<file path="config.mk">
export PLATFORM = sky130hd
export DESIGN_NAME = rssi_noise_floor_estimator
export DESIGN_NICKNAME = d
export VERILOG_FILES = /design/src/sv/rnf_pkg.sv /design/src/sv/rnf_avg.sv /design/src/sv/rnf_update.sv /design/src/sv/rssi_noise_floor_estimator.sv
export SDC_FILE = /design/constraint.sdc
export NUM_CORES = 1
export LEC_CHECK = 0
export BUFFER_PORTS_ARGS = -buffer_cell sky130_fd_sc_hd__buf_2
export CORE_ASPECT_RATIO = 1.2
export CORE_MARGIN = 4
export CORE_UTILIZATION = 35
export DETAILED_ROUTE_END_ITERATION = 6
export GPL_ROUTABILITY_DRIVEN = 1
export MAX_ROUTING_LAYER = met4
export PLACE_DENSITY = 0.56
export SYNTH_ARGS = -nofsm -noshare
export SYNTH_HDL_FRONTEND = slang
export SYNTH_SLANG_ARGS = --single-unit
</file>
<file path="constraint.sdc">
create_clock -name clk -period 8.01 [get_ports clk]
set_input_delay 1.602 -clock clk [delete_from_list [all_inputs] [get_ports clk]]
set_output_delay 1.602 -clock clk [all_outputs]
set_load 0.02 [all_outputs]
</file>
<file path="src/sv/rnf_pkg.sv">
// Shared types and constants for the RSSI noise floor estimator.
package rnf_pkg;

	localparam int RNF_SAMPLE_COUNT = 64;
	localparam int ACCEPT_MARGIN    = 14;
	localparam int FLOOR_MIN        = -120;
	localparam int FLOOR_MAX        = 127;
	localparam int TOTAL_W          = 16;

	localparam logic KIND_TICK    = 1'b0;
	localparam logic KIND_TRIGGER = 1'b1;

	typedef struct packed {
		logic              kind;
		logic signed [8:0] rssi_sample;
		logic              in_receive_mode;
		logic signed [7:0] new_threshold;
	} item_t;

	typedef struct packed {
		logic signed [7:0] floor_level;
		logic              channel_busy;
		logic              sampling_active;
		logic              floor_updated;
	} res_t;

endpackage

</file>
<file path="src/sv/rnf_avg.sv">
// Average of the sample total over the sample count, truncated toward zero and clamped.
module rnf_avg import rnf_pkg::*; #(
	parameter int SAMPLE_COUNT = RNF_SAMPLE_COUNT
) (
	input  logic signed [TOTAL_W-1:0] total,
	output logic signed [7:0]         avg
);

	// Exact reciprocal for every 16-bit magnitude: m = ceil(2^(16+l) / N)
	localparam int    L_W    = $clog2(SAMPLE_COUNT);
	localparam int    SHIFT  = TOTAL_W + L_W;
	localparam int    RECIP_W = TOTAL_W + 2;
	localparam int    PROD_W = TOTAL_W + RECIP_W;
	localparam longint RECIP = ((64'sd1 <<< SHIFT) + SAMPLE_COUNT - 1) / SAMPLE_COUNT;
	localparam logic [PROD_W-1:0] FLOOR_MIN_MAG = PROD_W'(-FLOOR_MIN);
	localparam logic [PROD_W-1:0] FLOOR_MAX_MAG = PROD_W'(FLOOR_MAX);

	logic [TOTAL_W-1:0] mag;
	logic [PROD_W-1:0]  prod;
	logic [PROD_W-1:0]  quo;

	always_comb begin
		// magnitude of the most negative total still fits as unsigned
		mag  = total[TOTAL_W-1] ? (~total + TOTAL_W'(1)) : total;
		prod = PROD_W'(mag) * PROD_W'(RECIP);
		quo  = prod >> SHIFT;
		if (total[TOTAL_W-1]) begin
			if (quo >= FLOOR_MIN_MAG) begin
				avg = 8'(FLOOR_MIN);
			end else begin
				avg = 8'(~quo[7:0] + 8'd1);
			end
		end else begin
			if (quo > FLOOR_MAX_MAG) begin
				avg = 8'(FLOOR_MAX);
			end else begin
				avg = quo[7:0];
			end
		end
	end

endmodule

</file>
<file path="src/sv/rnf_update.sv">
// Estimator state registers and the per-item update and result logic.
module rnf_update import rnf_pkg::*; #(
	parameter int SAMPLE_COUNT = RNF_SAMPLE_COUNT
) (
	input  logic  clk,
	input  logic  arst_n,
	input  logic  step,
	input  item_t item,
	output res_t  result
);

	localparam int CNT_W = $clog2(SAMPLE_COUNT + 1);
	localparam logic [CNT_W-1:0] FULL = CNT_W'(SAMPLE_COUNT);
	localparam logic signed [9:0] MARGIN10 = 10'(ACCEPT_MARGIN);
	localparam logic signed [TOTAL_W-1:0] TOTAL_MAX_V = {1'b0, {(TOTAL_W-1){1'b1}}};
	localparam logic signed [TOTAL_W-1:0] TOTAL_MIN_V = {1'b1, {(TOTAL_W-1){1'b0}}};

	logic signed [7:0]         floor_q, floor_n;
	logic [CNT_W-1:0]          cnt_q, cnt_n;
	logic signed [TOTAL_W-1:0] total_q, total_n;
	logic signed [7:0]         margin_q, margin_n;

	logic signed [7:0]         avg;
	logic                      full;
	logic signed [9:0]         accept_lim;
	logic signed [9:0]         rssi10;
	logic signed [TOTAL_W:0]   sum;
	logic signed [10:0]        busy_lim;
	logic signed [10:0]        rssi11;
	logic                      updated;

	rnf_avg #(.SAMPLE_COUNT(SAMPLE_COUNT)) u_avg (
		.total (total_q),
		.avg   (avg)
	);

	always_comb begin
		full       = cnt_q >= FULL;
		rssi10     = {item.rssi_sample[8], item.rssi_sample};
		accept_lim = {{2{floor_q[7]}}, floor_q} + MARGIN10;
		sum        = {total_q[TOTAL_W-1], total_q}
			+ {{(TOTAL_W-8){item.rssi_sample[8]}}, item.rssi_sample};
		floor_n    = floor_q;
		cnt_n      = cnt_q;
		total_n    = total_q;
		margin_n   = margin_q;
		updated    = 1'b0;
		case (item.kind)
			KIND_TICK: begin
				if (item.in_receive_mode && !full) begin
					if (rssi10 < accept_lim) begin
						cnt_n = cnt_q + CNT_W'(1);
						// saturate the running total
						if (sum[TOTAL_W] != sum[TOTAL_W-1]) begin
							total_n = sum[TOTAL_W] ? TOTAL_MIN_V : TOTAL_MAX_V;
						end else begin
							total_n = sum[TOTAL_W-1:0];
						end
					end
				end else if (full && total_q != '0) begin
					floor_n = avg;
					total_n = '0;
					updated = 1'b1;
				end
			end
			KIND_TRIGGER: begin
				margin_n = item.new_threshold;
				if (full) begin
					cnt_n   = '0;
					total_n = '0;
				end
			end
			default: begin
				updated = 1'b0;
			end
		endcase
		rssi11   = {{2{item.rssi_sample[8]}}, item.rssi_sample};
		busy_lim = {{3{floor_n[7]}}, floor_n} + {{3{margin_n[7]}}, margin_n};
		result.floor_level     = floor_n;
		result.channel_busy    = (margin_n != '0) && (rssi11 > busy_lim);
		result.sampling_active = cnt_n < FULL;
		result.floor_updated   = updated;
	end

	always_ff @(posedge clk or negedge arst_n) begin
		if (!arst_n) begin
			floor_q  <= '0;
			cnt_q    <= '0;
			total_q  <= '0;
			margin_q <= '0;
		end else if (step) begin
			floor_q  <= floor_n;
			cnt_q    <= cnt_n;
			total_q  <= total_n;
			margin_q <= margin_n;
		end
	end

`ifndef SYNTHESIS
	a_cnt_bound: assert property (@(posedge clk) disable iff (!arst_n)
		cnt_q <= FULL)
		else $error("gathered count beyond sample count");

	a_floor_min: assert property (@(posedge clk) disable iff (!arst_n)
		floor_q >= 8'(FLOOR_MIN))
		else $error("floor below clamp");

	a_total_clear: assert property (@(posedge clk) disable iff (!arst_n)
		step && updated |=> total_q == '0 && floor_q == $past(avg))
		else $error("floor update did not load average and clear total");
`endif

endmodule

</file>
<file path="src/sv/rssi_noise_floor_estimator.sv">
// An accepted item waits in the input register; its result loads the result register
// when that register is empty or out_ready is high, and out_valid then rises.
// Throughput: one item per cycle while out_ready is high; the estimator state updates
// as the result registers. While a finished result waits for out_ready the input
// register takes one more item, then in_ready drops. Reset (arst_n low, asynchronous):
// both stages empty, state zero. Top level of the RSSI noise floor estimator.
module rssi_noise_floor_estimator import rnf_pkg::*; #(
	parameter int SAMPLE_COUNT = RNF_SAMPLE_COUNT
) (
	input  logic              clk,
	input  logic              arst_n,
	input  logic              in_valid,
	output logic              in_ready,
	input  logic              kind,
	input  logic signed [8:0] rssi_sample,
	input  logic              in_receive_mode,
	input  logic signed [7:0] new_threshold,
	output logic              out_valid,
	input  logic              out_ready,
	output logic signed [7:0] floor_level,
	output logic              channel_busy,
	output logic              sampling_active,
	output logic              floor_updated
);

	// input register
	item_t item_s1;
	logic  valid_s1;

	// result register
	res_t  res_s2;
	logic  valid_s2;

	res_t  res;
	logic  advance;

	// move the held item into the result register when that register frees up
	assign advance  = valid_s1 && (!valid_s2 || out_ready);
	assign in_ready = !valid_s1 || advance;

	always_ff @(posedge clk or negedge arst_n) begin
		if (!arst_n) begin
			valid_s1 <= 1'b0;
		end else if (in_ready) begin
			valid_s1 <= in_valid;
		end
	end

	// payload: capture on acceptance only
	always_ff @(posedge clk) begin
		if (in_valid && in_ready) begin
			item_s1 <= '{kind: kind, rssi_sample: rssi_sample,
				in_receive_mode: in_receive_mode, new_threshold: new_threshold};
		end
	end

	// state advances exactly once per item, as its result loads
	rnf_update #(.SAMPLE_COUNT(SAMPLE_COUNT)) u_update (
		.clk    (clk),
		.arst_n (arst_n),
		.step   (advance),
		.item   (item_s1),
		.result (res)
	);

	always_ff @(posedge clk or negedge arst_n) begin
		if (!arst_n) begin
			valid_s2 <= 1'b0;
		end else if (advance) begin
			valid_s2 <= 1'b1;
		end else if (out_ready) begin
			valid_s2 <= 1'b0;
		end
	end

	always_ff @(posedge clk) begin
		if (advance) begin
			res_s2 <= res;
		end
	end

	assign out_valid       = valid_s2;
	assign floor_level     = res_s2.floor_level;
	assign channel_busy    = res_s2.channel_busy;
	assign sampling_active = res_s2.sampling_active;
	assign floor_updated   = res_s2.floor_updated;

`ifndef SYNTHESIS
	a_result_loaded: assert property (@(posedge clk) disable iff (!arst_n)
		advance |=> valid_s2)
		else $error("advanced item did not produce a result");

	a_item_held: assert property (@(posedge clk) disable iff (!arst_n)
		valid_s1 && !advance |=> valid_s1 && $stable(item_s1))
		else $error("stalled item lost from input register");
`endif

endmodule
</file>
==> metrics.md, run 1 <==
| Metric | Value |
|---|---|
| Status | `finished, final reports clean` |
| Via density | `around 5.7` |
| Clock share of power | `between 20 and 25%` |
| Routability Congestion | `between 0.8 and 0.9` |
| Row count | `48` |
| Pwr Density | `about 320 mW/mm^2` |
| Syn Std Cell Area | `between 0.005 and 0.006 sq mm` |
| DRC violations left | `0` |
| All-Layer GR Usage | `between 10% and 20%` |
| Mapped Nets | `approximately 600` |
| Post-Layout Cell Count | `754` |
| Routed via count | `approximately 4300` |
| Actual slew at the worst max-slew pin | `roughly 1.3 ns` |
| Critical path arrival | `~5.3 ns` |
| H-tree depth | `3` |
| PortBufs | `35` |
| CP max FO | `15` |
| Peak Freq | `between 150 and 200 MHz` |
| FF+latch count, synth | `roughly 70` |
| Num ports | `36` |
| Commonest non-fill, non-tap cell in the layout | `nand2_1` |
| Leakage power | `approximately 2.5 nW` |
| Async SR Flop Fraction | `between 50% and 60%` |
| Most frequent cells in the layout | `nand2_1 (59), ha_1 (46), dfrtp_1 (41), a21oi_1 (38), inv_1 (36)` |
| Total CTS buffers | `9` |
| Worst Setup Path Type | `register to register` |
| Total power | `around 1.8 mW` |
| Startpoint types | `register` |
| Placed cell count | `around 740` |
| Fin util | `39.9%` |
| Cells after Synth | `546` |
| Vias in the first global route | `around 4200` |
| Minimum clock period | `5.22 ns` |
| Seq/Total Area, Yosys | `37.6%` |
| Final worst slack | `2.79 ns` |
| Sw Share | `between 40% and 50%` |
| DR iter-0 viols | `roughly 260` |
| Core box area | `roughly 0.014 sq mm` |
| # fillers | `roughly 1400` |
| Pre-antenna DRT Iters | `4` |
| Root Driver | `clkbuf_16` |
| Largest net degree at the start of global routing | `between 40 and 50` |
| Die Span X | `~120 um` |
| Initial Util | `35.7%` |
| Comb pwr share | `a little under half` |
| Clock transition at path regs | `around 0.060 ns` |
| Layout area overhead | `11.8%` |
| Antenna viol nets, final | `0` |
| YS warnings | `0` |
| Antenna Cells | `0` |
| Initial antenna violation count | `0` |
| Crit. End Element | `register` |
| Max-slew violation count | `0` |
| Synth unique cells | `74` |
| Seq pwr share | `roughly 30%` |
| Pre-CTS WS | `~2.9 ns` |
| Hold Path Class | `register to register` |
| Drt wl/cell | `about 17 um` |
| Internal Power | `1.04 mW` |
| Sequential cell area | `between 0.0015 and 0.002 sq mm` |
| Average cell area after synthesis | `9.38 sq um` |
| Setup bufs post-CTS | `0` |
| Skew-Pair Late Insertion Delay | `roughly 0.33 ns` |
| R2R setup slack | `about 2.8 ns` |
| NetSw | `0.773 mW` |
| Top_reg_cell synth | `dfrtp_1` |
| Critical Path RT | `8.08 ns` |
| First-pass GRT wire length | `between 20000 and 25000 um` |
| Post-Route WL | `between 10000 and 15000 um` |
| Clk_skew | `~0.0062 ns` |
| Final net count | `about 650` |
| Fin crit share | `65.2%` |
| VDD IR max | `approximately 110 uV` |
| Post-DP HPWL | `9980 um` |
| RSZ-0062 raised after global routing | `no` |
| Setup Total Neg Slack | `0 ns` |
| Hold buffer count at cts | `0` |
| Post-CTS Resized | `0` |
| CTS max path bufs | `2` |
| Fin. Hold Viols | `0` |
| Number of synthesized flops with an enable pin | `30` |
| Share of layout cells above drive strength 1 | `between 10% and 20%` |
| Multi-input logic area | `0.00295 sq mm` |
| Maxcap violations | `0` |
| CTS tree | `built` |
| Total clock sinks | `71` |
| Die area | `0.0166 sq mm` |
| Final Setup Violations | `0` |
| Slew headroom | `16.4%` |
| Total grt overflow | `0` |
| Die H | `141 um` |
## through the flow
step,instance area [sq um],hold slack (ns)
floorplan,5120,0.442
global placement,5430,0.456
detailed placement,5430,0.459
CTS,5730,0.473
global route,5730,0.499
finish,5730,0.469
## final cells by class
type                            instances  share of cell area (%)
Multi-Input combinational cell        417                    51.5
Sequential cell                        71                    33.6
Clock buffer                            9                    3.93
Tap cell                              175                    3.82
Timing Repair Buffer                   38                    3.45
Inverter                               37                    2.42
Clock inverter                          7                    1.27
## worst max-delay path, stage by stage, from the launching register on
cell and delay, ns:
dfrtp_1 0.42, nor4_4 0.41, nand4_1 0.27, nand2b_1 0.27, o21ai_1 0.73, a21oi_1 0.31, a22o_1 0.29, ha_1 0.22
fa_1 0.41, a21oi_1 0.15, nor2_1 0.05, nor2_1 0.16, nor2b_1 0.08, o21a_1 0.19, o21ai_0 0.14, a31oi_1 0.10
ha_1 0.30, inv_1 0.06, nor3_1 0.20, a221o_1 0.14, a31oi_1 0.04
## cells in the mapped netlist, types with 4 or more instances
library cell,instances,share of area (%)
or2_2,5,0.61
nand3_1,15,1.5
a31oi_1,4,0.49
edfxtp_1,30,18
a22oi_1,4,0.59
nand2_1,59,4.3
a21boi_0,4,0.59
xor2_1,6,1.0
nand2b_1,8,0.98
and3_1,5,0.61
xnor2_1,15,2.6
inv_1,36,2.6
o21ai_1,5,0.49
buf_2,10,0.98
clkbuf_1,6,0.44
o31ai_1,6,0.88
nor3_1,15,1.5
a21oi_1,38,3.7
a21o_1,11,1.6
a22o_1,7,1.2
a32o_1,4,0.78
nand4_1,7,0.85
nor4_1,7,0.85
o211ai_1,7,1.0
nor2_1,28,2.1
mux2_2,9,2.0
a211oi_1,5,0.73
dfrtp_1,41,20
o22ai_1,13,1.6
ha_1,46,11
o21ai_0,17,1.7
nor2b_1,9,1.1
## metal layers
metal | vias up | track usage, % | share of wire [%]
li1 | 2092 | - | -
met1 | 2052 | 18.8 | 43
met2 | 97 | 28.5 | 51
met3 | 24 | 2.02 | 2.7
met4 | 0 | 7.20 | 3.5
met5 | - | - | 0
## cells by family (layout without fill, tap and decap cells)
kind of cell | count (synthesis) | after routing | share of synthesized area, %
adder cells (fa/ha/maj) | 48 | 48 | 12.0
XOR/XNOR | 21 | 21 | 3.59
flip-flops | 71 | 71 | 37.6
AO/OA/AOI/OAI | 159 | 159 | 21.8
multiplexers | 10 | 10 | 2.17
AND/OR/NAND/NOR | 179 | 179 | 18.0
buffers and inverters | 58 | 91 | 4.81
## power by group through the flow
| stage | Combinational [mW] | Clock [mW] | Sequential, mW |
|---|---|---|---|
| finish | 0.866 | 0.403 | 0.544 |
| global route | 0.968 | 0.425 | 0.557 |
| CTS | 0.862 | 0.409 | 0.542 |
| detailed placement | 0.860 | 0 | 0.548 |
| global placement | 0.844 | 0 | 0.544 |
| floorplan | 0.702 | 0 | 0.513 |
## final timing paths
path,cells past startpoint,from,to
min in group asynchronous,1,arst_n,u_update.total_q[0]
hold / removal,2,u_update.margin_q[7],u_update.margin_q[7]
max in group asynchronous,1,arst_n,u_update.cnt_q[5]
setup / recovery,20,u_update.total_q[2],channel_busy
hold reg to reg,2,u_update.margin_q[7],u_update.margin_q[7]
setup reg to reg,20,u_update.total_q[2],channel_busy
## flip-flops by register name (all words and copies together) (netlist names)
name,flops
item_s1,19
u_update.total_q,16
floor_level,8
u_update.floor_q,8
u_update.margin_q,8
u_update.cnt_q,7
channel_busy,1
floor_updated,1
out_valid,1
sampling_active,1
valid_s1,1
No activity file was read; power rests on OpenSTA's default activity.
==> run 2: changes to the inputs <==
PLACE_DENSITY = 0.58   (was 0.56)
clock period = 4.19 ns   (was 8.01 ns; I/O delays follow)
==> metrics.md, run 2 (synthesis gave the netlist of run 1 again) <==
| Metric | Value |
|---|---|
| Peak Freq | `229 MHz (was 192 MHz)` |
| Final Setup Violations | `1 (was 0)` |
| Hold Path Origin | `u_update.margin_q[1] (was u_update.margin_q[7])` |
| Actual slew at the worst max-slew pin | `1.04 ns (was 1.25 ns)` |
| Max incr delay on CP | `0.40 ns (was 0.73 ns)` |
| Critical path arrival | `4.53 ns (was 5.29 ns)` |
| Clk_skew | `0.00673 ns (was 0.00624 ns)` |
| Routed via count | `4397 (was 4265)` |
| Worst R2R End | `channel_busy (unchanged)` |
| Hold endpoint | `u_update.margin_q[1] (was u_update.margin_q[7])` |
| Skew-Pair Late Insertion Delay | `0.34 ns (was 0.33 ns)` |
| Layout area overhead | `20.9% (was 11.8%)` |
| Largest registers | `item_s1 (19), u_update.total_q (16) (unchanged)` |
| Share of layout cells above drive strength 1 | `23.0% (was 13.6%)` |
| Slowest cell on crit path | `dfrtp_1 (was o21ai_1)` |
| Core box area | `0.0144 sq mm (unchanged)` |
| First-pass GRT wire length | `22200 um (was 21500 um)` |
| Clock transition at path regs | `0.06 ns (about the same)` |
| DR iter-0 viols | `265 (was 264)` |
| Leakage power | `2.71 nW (was 2.46 nW)` |
| Post-Route WL | `13400 um (was 13100 um)` |
| R2R cell count | `21 (was 20)` |
| Hold buffer count at cts | `0 (unchanged)` |
| Worst Setup Path Type | `register to register (unchanged)` |
| Sw Share | `41.7% (was 42.6%)` |
| Commonest non-fill, non-tap cell in the layout | `nand2_1 (unchanged)` |
| Max reg flops | `19 (unchanged)` |
| R2R Path Start | `u_update.total_q[1] (was u_update.total_q[2])` |
| Die area | `0.0166 sq mm (unchanged)` |
| CTS max path bufs | `2 (unchanged)` |
| Clock share of power | `20.1% (was 22.2%)` |
| Die Span X | `118 um (unchanged)` |
| Final net count | `688 (was 645)` |
| Final worst slack | `-0.167 ns (was 2.79 ns)` |
| All-Layer GR Usage | `16.9% (was 16.3%)` |
| Largest Register | `item_s1 (unchanged)` |
| Die H | `141 um (unchanged)` |
| VDD IR max | `200 uV (was 107 uV)` |
| Routability Congestion | `0.899 (was 0.876)` |
| Post-DP HPWL | `10200 um (was 9980 um)` |
| Row count | `48 (unchanged)` |
| Pre-CTS WS | `-0.241 ns (was 2.94 ns)` |
| Fin. Hold Viols | `0 (unchanged)` |
| Antenna viol nets, final | `0 (unchanged)` |
| Startpoint types | `register (unchanged)` |
| Slew headroom | `30.6% (was 16.4%)` |
| Via density | `5.52 (was 5.66)` |
| # fillers | `1357 (was 1404)` |
| WP buf/inv | `2 (was 1)` |
| Hold Path Depth | `2 (unchanged)` |
| Total power | `3.72 mW (was 1.81 mW)` |
| RSZ-0062 raised after global routing | `yes (was no)` |
| Pwr Density | `601 mW/mm^2 (was 316 mW/mm^2)` |
| Initial Util | `35.7% (unchanged)` |
| Total clock sinks | `71 (unchanged)` |
| Seq pwr share | `26.4% (was 30.0%)` |
| Max-slew violation count | `0 (unchanged)` |
| Drt wl/cell | `16.8 um (was 17.4 um)` |
| Most frequent cells in the layout | `nand2_1 (58), buf_4 (46), ha_1 (42), dfrtp_1 (41), inv_1 (36) (was nand2_1 (59), ha_1 (46), dfrtp_1 (41), a21oi_1 (38), inv_1 (36))` |
| Initial antenna violation count | `0 (unchanged)` |
| Num ports | `36 (unchanged)` |
| Pre-antenna DRT Iters | `5 (was 4)` |
| CTS tree | `built (unchanged)` |
| Minimum clock period | `4.36 ns (was 5.22 ns)` |
| Status | `complete, but fails checks (was finished, final reports clean)` |
| Critical path depth | `21 (was 20)` |
| PortBufs | `35 (unchanged)` |
| Critical Path RT | `4.37 ns (was 8.08 ns)` |
| Comb pwr share | `53.5% (was 47.8%)` |
| Crit-path cells | `nor4_4 -> buf_4 -> nand4_1 -> nand2b_4 -> a21o_1 -> o21ai_2 -> a21oi_2 -> a22o_1 -> ha_2 -> fa_2 -> a21oi_2 -> nor2_1 -> nor2_1 -> nor2b_1 -> o21a_1 -> o21ai_0 -> a31oi_1 -> ha_1 -> inv_1 -> a221o_1 -> a31oi_1 (was nor4_4 -> nand4_1 -> nand2b_1 -> o21ai_1 -> a21oi_1 -> a22o_1 -> ha_1 -> fa_1 -> a21oi_1 -> nor2_1 -> nor2_1 -> nor2b_1 -> o21a_1 -> o21ai_0 -> a31oi_1 -> ha_1 -> inv_1 -> nor3_1 -> a221o_1 -> a31oi_1)` |
| Hold Path Class | `register to register (unchanged)` |
| Maxcap violations | `0 (unchanged)` |
| Crit path max-delay family | `compound AO/OA/AOI/OAI gates (unchanged)` |
| Internal Power | `2.17 mW (was 1.04 mW)` |
| CP max FO | `5 (was 15)` |
| Failing checks | `setup timing` |
| Root Driver | `clkbuf_16 (unchanged)` |
| H-tree depth | `3 (unchanged)` |
| Total grt overflow | `0 (unchanged)` |
| Fin crit share | `104% (was 65.2%)` |
| Crit. End Element | `register (unchanged)` |
| DRC violations left | `0 (unchanged)` |
| R2R setup slack | `-0.17 ns (was 2.79 ns)` |
| NetSw | `1.55 mW (was 0.773 mW)` |
| Total CTS buffers | `9 (unchanged)` |
| Antenna Cells | `0 (unchanged)` |
| Vias in the first global route | `4502 (was 4201)` |
| Largest net degree at the start of global routing | `42 (unchanged)` |
## run 2: changes by cell type in the layout (fill, tap and decap cells not counted), moves of 2 or more
| cell | delta |
|---|---|
| a21oi_1 | -3 |
| a21oi_2 | +3 |
| buf_4 | +43 |
| ha_1 | -4 |
| ha_4 | +3 |
| o21ai_0 | -2 |
| o21ai_2 | +2 |
| xnor2_1 | -2 |
| xnor2_2 | +2 |
## run 2: area by class of cell
cell class / instances / area (sq um) / share of cell area (%)
Clock buffer: 12 / 268 / 4.32
Clock inverter: 4 / 27.5 / 0.445
Inverter: 37 / 139 / 2.24
Multi-Input combinational cell: 417 / 3090 / 49.9
Sequential cell: 71 / 1930 / 31.1
Tap cell: 175 / 219 / 3.54
Timing Repair Buffer: 81 / 520 / 8.41
## run 2: worst max path at each step
stage | start | to | slack (ns)
after floorplan | u_update.total_q[1] | channel_busy | 0.02
after global placement | u_update.total_q[1] | channel_busy | -0.04
after detailed placement | u_update.total_q[1] | channel_busy | -0.24
after CTS | u_update.total_q[2] | channel_busy | -0.11
after global routing | u_update.total_q[1] | channel_busy | -0.45
final | u_update.total_q[1] | channel_busy | -0.17
## run 2: per-stage QoR
| step | std cells | hold slack, ns | util (%) | setup TNS (ns) | instance area [sq um] |
|---|---|---|---|---|---|
| after floorplan | 546 | 0.442 | - | 0 | 5160 |
| after global placement | 771 | 0.455 | 39.8 | -0.0440 | 5720 |
| after detailed placement | 771 | 0.458 | 39.8 | -0.241 | 5720 |
| after global routing | 797 | 0.483 | 43.1 | -0.453 | 6190 |
| final | 797 | 0.469 | 43.1 | -0.167 | 6190 |
| after CTS | 794 | 0.473 | 42.8 | -0.110 | 6150 |
## run 2: worst min-delay path, delay by kind of cell, from the launching register on
kind          cells  cell delay [ns]
flops             1             0.34
simple gates      2             0.10
## run 2: power by group through the flow
stage / clock, mW / sequential [mW] / combinational [mW]
after detailed placement: 0 / 0.998 / 1.87
after global routing: 0.797 / 1.00 / 2.22
after global placement: 0 / 0.992 / 1.84
after floorplan: 0 / 0.981 / 1.37
after CTS: 0.760 / 0.984 / 1.94
final: 0.746 / 0.983 / 1.99
## run 2: metal layers
layer	track usage, %	wire length [um]	vias to the layer above
met4	8.05	586	0
met5	-	0	-
met1	19.0	5560	2110
li1	-	-	2163
met2	28.7	6800	90
met3	3.35	410	34
## run 2: what timing repair did
action                     4_1_cts  5_1_grt
gates resized for setup         12        6
setup endpoints to repair        1        1
setup buffers                    8        3
pin swaps                       25       10
==> run 3: changes to the inputs <==
CORE_MARGIN = 1   (was 4)
CTS_CLUSTER_SIZE = 20   (was unset)
==> metrics.md, run 3 (synthesis gave the netlist of run 1 again) <==
| Metric | Value |
|---|---|
| Total CTS buffers | `9 (unchanged)` |
| Row count | `48 (unchanged)` |
| Fin crit share | `102% (was 104%)` |
| Max reg flops | `19 (unchanged)` |
| Largest registers | `item_s1 (19), u_update.total_q (16) (unchanged)` |
| Crit path max-delay family | `compound AO/OA/AOI/OAI gates (unchanged)` |
| Crit path capture | `channel_busy (unchanged)` |
| Total grt overflow | `0 (unchanged)` |
| CTS max path bufs | `2 (unchanged)` |
| Post-DP HPWL | `10300 um (was 10200 um)` |
| Largest Register | `item_s1 (unchanged)` |
| Total clock sinks | `71 (unchanged)` |
| Crit path from | `u_update.total_q[1] (unchanged)` |
| Critical path depth | `21 (unchanged)` |
| Largest net degree at the start of global routing | `42 (unchanged)` |
| Worst R2R End | `channel_busy (unchanged)` |
| Total power | `3.79 mW (was 3.72 mW)` |
| Antenna Cells | `0 (unchanged)` |
| Initial antenna violation count | `0 (unchanged)` |
| Final Setup Violations | `1 (unchanged)` |
| Final hold slack | `0.474 ns (was 0.469 ns)` |
| Failing checks | `setup timing (unchanged)` |
| Routed via count | `4378 (was 4397)` |
| WL met3 | `353 um (was 410 um)` |
| Actual slew at the worst max-slew pin | `1.00 ns (was 1.04 ns)` |
| Final net count | `690 (was 688)` |
| DRC violations left | `0 (unchanged)` |
| R2R setup slack | `-0.09 ns (was -0.17 ns)` |
| Layout area overhead | `21.8% (was 20.9%)` |
| Pwr Density | `608 mW/mm^2 (was 601 mW/mm^2)` |
| Pre-CTS WS | `-0.185 ns (was -0.241 ns)` |
| Leakage power | `2.74 nW (was 2.71 nW)` |
| Vias in the first global route | `4422 (was 4502)` |
| Minimum clock period | `4.28 ns (was 4.36 ns)` |
| Final worst slack | `-0.0930 ns (was -0.167 ns)` |
| Critical Path RT | `4.37 ns (about the same)` |
| Die area | `0.0151 sq mm (was 0.0166 sq mm)` |
| Share of layout cells above drive strength 1 | `23.4% (was 23.0%)` |
| Fin. Hold Viols | `0 (unchanged)` |
| Max incr delay on CP | `0.41 ns (was 0.40 ns)` |
| Hold Path Class | `register to register (unchanged)` |
| Post-Layout Cell Count | `799 (was 797)` |
| Die Span X | `112 um (was 118 um)` |
| R2R cell count | `21 (unchanged)` |
| VDD IR max | `200 uV (about the same)` |
| Clock transition at path regs | `0.06 ns (about the same)` |
| Num ports | `36 (unchanged)` |
| Crit. End Element | `register (unchanged)` |
| Core box area | `0.0144 sq mm (unchanged)` |
| Max layer used | `met4 (unchanged)` |
| Max-slew violation count | `0 (unchanged)` |
| Routability Congestion | `0.929 (was 0.899)` |
| First-pass GRT wire length | `21800 um (was 22200 um)` |
| Die H | `135 um (was 141 um)` |
| Status | `complete, but fails checks (unchanged)` |
| CTS tree | `built (unchanged)` |
| CP max FO | `4 (was 5)` |
| Slowest cell on crit path | `dfrtp_1 (unchanged)` |
| Hold buffer count at cts | `0 (unchanged)` |
| Wire length on met1 | `5610 um (was 5560 um)` |
| Commonest non-fill, non-tap cell in the layout | `nand2_1 (unchanged)` |
| Most frequent cells in the layout | `nand2_1 (59), buf_4 (47), ha_1 (43), dfrtp_1 (41), inv_1 (36) (was nand2_1 (58), buf_4 (46), ha_1 (42), dfrtp_1 (41), inv_1 (36))` |
| Skew-Pair Late Insertion Delay | `0.33 ns (was 0.34 ns)` |
| DR iter-0 viols | `236 (was 265)` |
| Peak Freq | `233 MHz (was 229 MHz)` |
| R2R Path Start | `u_update.total_q[1] (unchanged)` |
| Drt wl/cell | `16.8 um (about the same)` |
| Via density | `5.48 (was 5.52)` |
| Initial Util | `35.7% (unchanged)` |
| PortBufs | `35 (unchanged)` |
| WP buf/inv | `2 (unchanged)` |
| Met2 WL | `6990 um (was 6800 um)` |
| Antenna viol nets, final | `0 (unchanged)` |
| Pre-antenna DRT Iters | `5 (unchanged)` |
| Crit-path cells | `nor4_4 -> buf_4 -> nand4_1 -> nand2b_4 -> a21o_1 -> o21ai_2 -> a21oi_2 -> a22o_1 -> ha_4 -> fa_2 -> a21oi_2 -> nor2_1 -> nor2_1 -> nor2b_1 -> o21a_1 -> o21ai_1 -> a31oi_1 -> ha_1 -> inv_1 -> a221o_1 -> a31oi_1 (was nor4_4 -> buf_4 -> nand4_1 -> nand2b_4 -> a21o_1 -> o21ai_2 -> a21oi_2 -> a22o_1 -> ha_2 -> fa_2 -> a21oi_2 -> nor2_1 -> nor2_1 -> nor2b_1 -> o21a_1 -> o21ai_0 -> a31oi_1 -> ha_1 -> inv_1 -> a221o_1 -> a31oi_1)` |
| Post-Route WL | `13400 um (about the same)` |
| Placed cell count | `772 (was 771)` |
| RSZ-0062 raised after global routing | `yes (unchanged)` |
| Startpoint types | `register (unchanged)` |
| Root Driver | `clkbuf_16 (unchanged)` |
| Maxcap violations | `0 (unchanged)` |
| Worst Setup Path Type | `register to register (unchanged)` |
| All-Layer GR Usage | `18.9% (was 16.9%)` |
| Slew headroom | `33.1% (was 30.6%)` |
| H-tree depth | `3 (unchanged)` |
| Critical path arrival | `4.46 ns (was 4.53 ns)` |
| Clk_skew | `0.00697 ns (was 0.00673 ns)` |
-- run 3: per-stage QoR --
stage               utilization (%)  setup TNS [ns]  area, sq um
floorplan                         -               0         5160
global route                   43.5          -0.295         6240
global placement               39.9         -0.0707         5730
detailed placement             39.9          -0.185         5730
CTS                            42.8         -0.0230         6150
finish                         43.5         -0.0930         6240
-- run 3: layer usage --
layer | vias to the layer above | global-route usage, %
li1 | 2174 | -
met1 | 2105 | 20.4
met2 | 70 | 34.1
met3 | 29 | 2.29
met4 | 0 | 9.93
met5 | - | -
-- run 3: how the worst min path moves through the flow --
stage / to / depth (start not counted) / start
final: u_update.margin_q[1] / 2 / u_update.margin_q[1]
after global routing: u_update.margin_q[4] / 2 / u_update.margin_q[4]
after detailed placement: u_update.margin_q[3] / 2 / u_update.margin_q[3]
after floorplan: u_update.margin_q[0] / 2 / u_update.margin_q[0]
after CTS: u_update.margin_q[4] / 2 / u_update.margin_q[4]
after global placement: u_update.margin_q[1] / 2 / u_update.margin_q[1]
-- run 3: layout make-up --
type | count | area (sq um)
sequential | 71 | 1930
multi-input combinational | 417 | 3100
clock buffer | 12 | 268
fill | 1358 | 8110
inverter | 37 | 139
tap | 175 | 219
timing repair buffer | 83 | 539
clock inverter | 4 | 52.6
-- run 3: where the power goes --
group | switching (mW) | leakage (nW) | internal, mW
Sequential | 0.126 | 0.803 | 0.860
Combinational | 1.14 | 1.78 | 0.855
Clock | 0.295 | 0.158 | 0.515
-- run 3: what timing repair did --
item,4_1_cts,5_1_grt
endpoints found under the setup margin,1,1
pin swaps,11,20
gates resized for setup,13,10
setup buffers,5,6
-- run 3: tightest hold or removal path, cell delays in order, from the launching register on --
cell     delay, ns
dfrtp_1       0.34
nand2_1       0.05
nand2_1       0.05
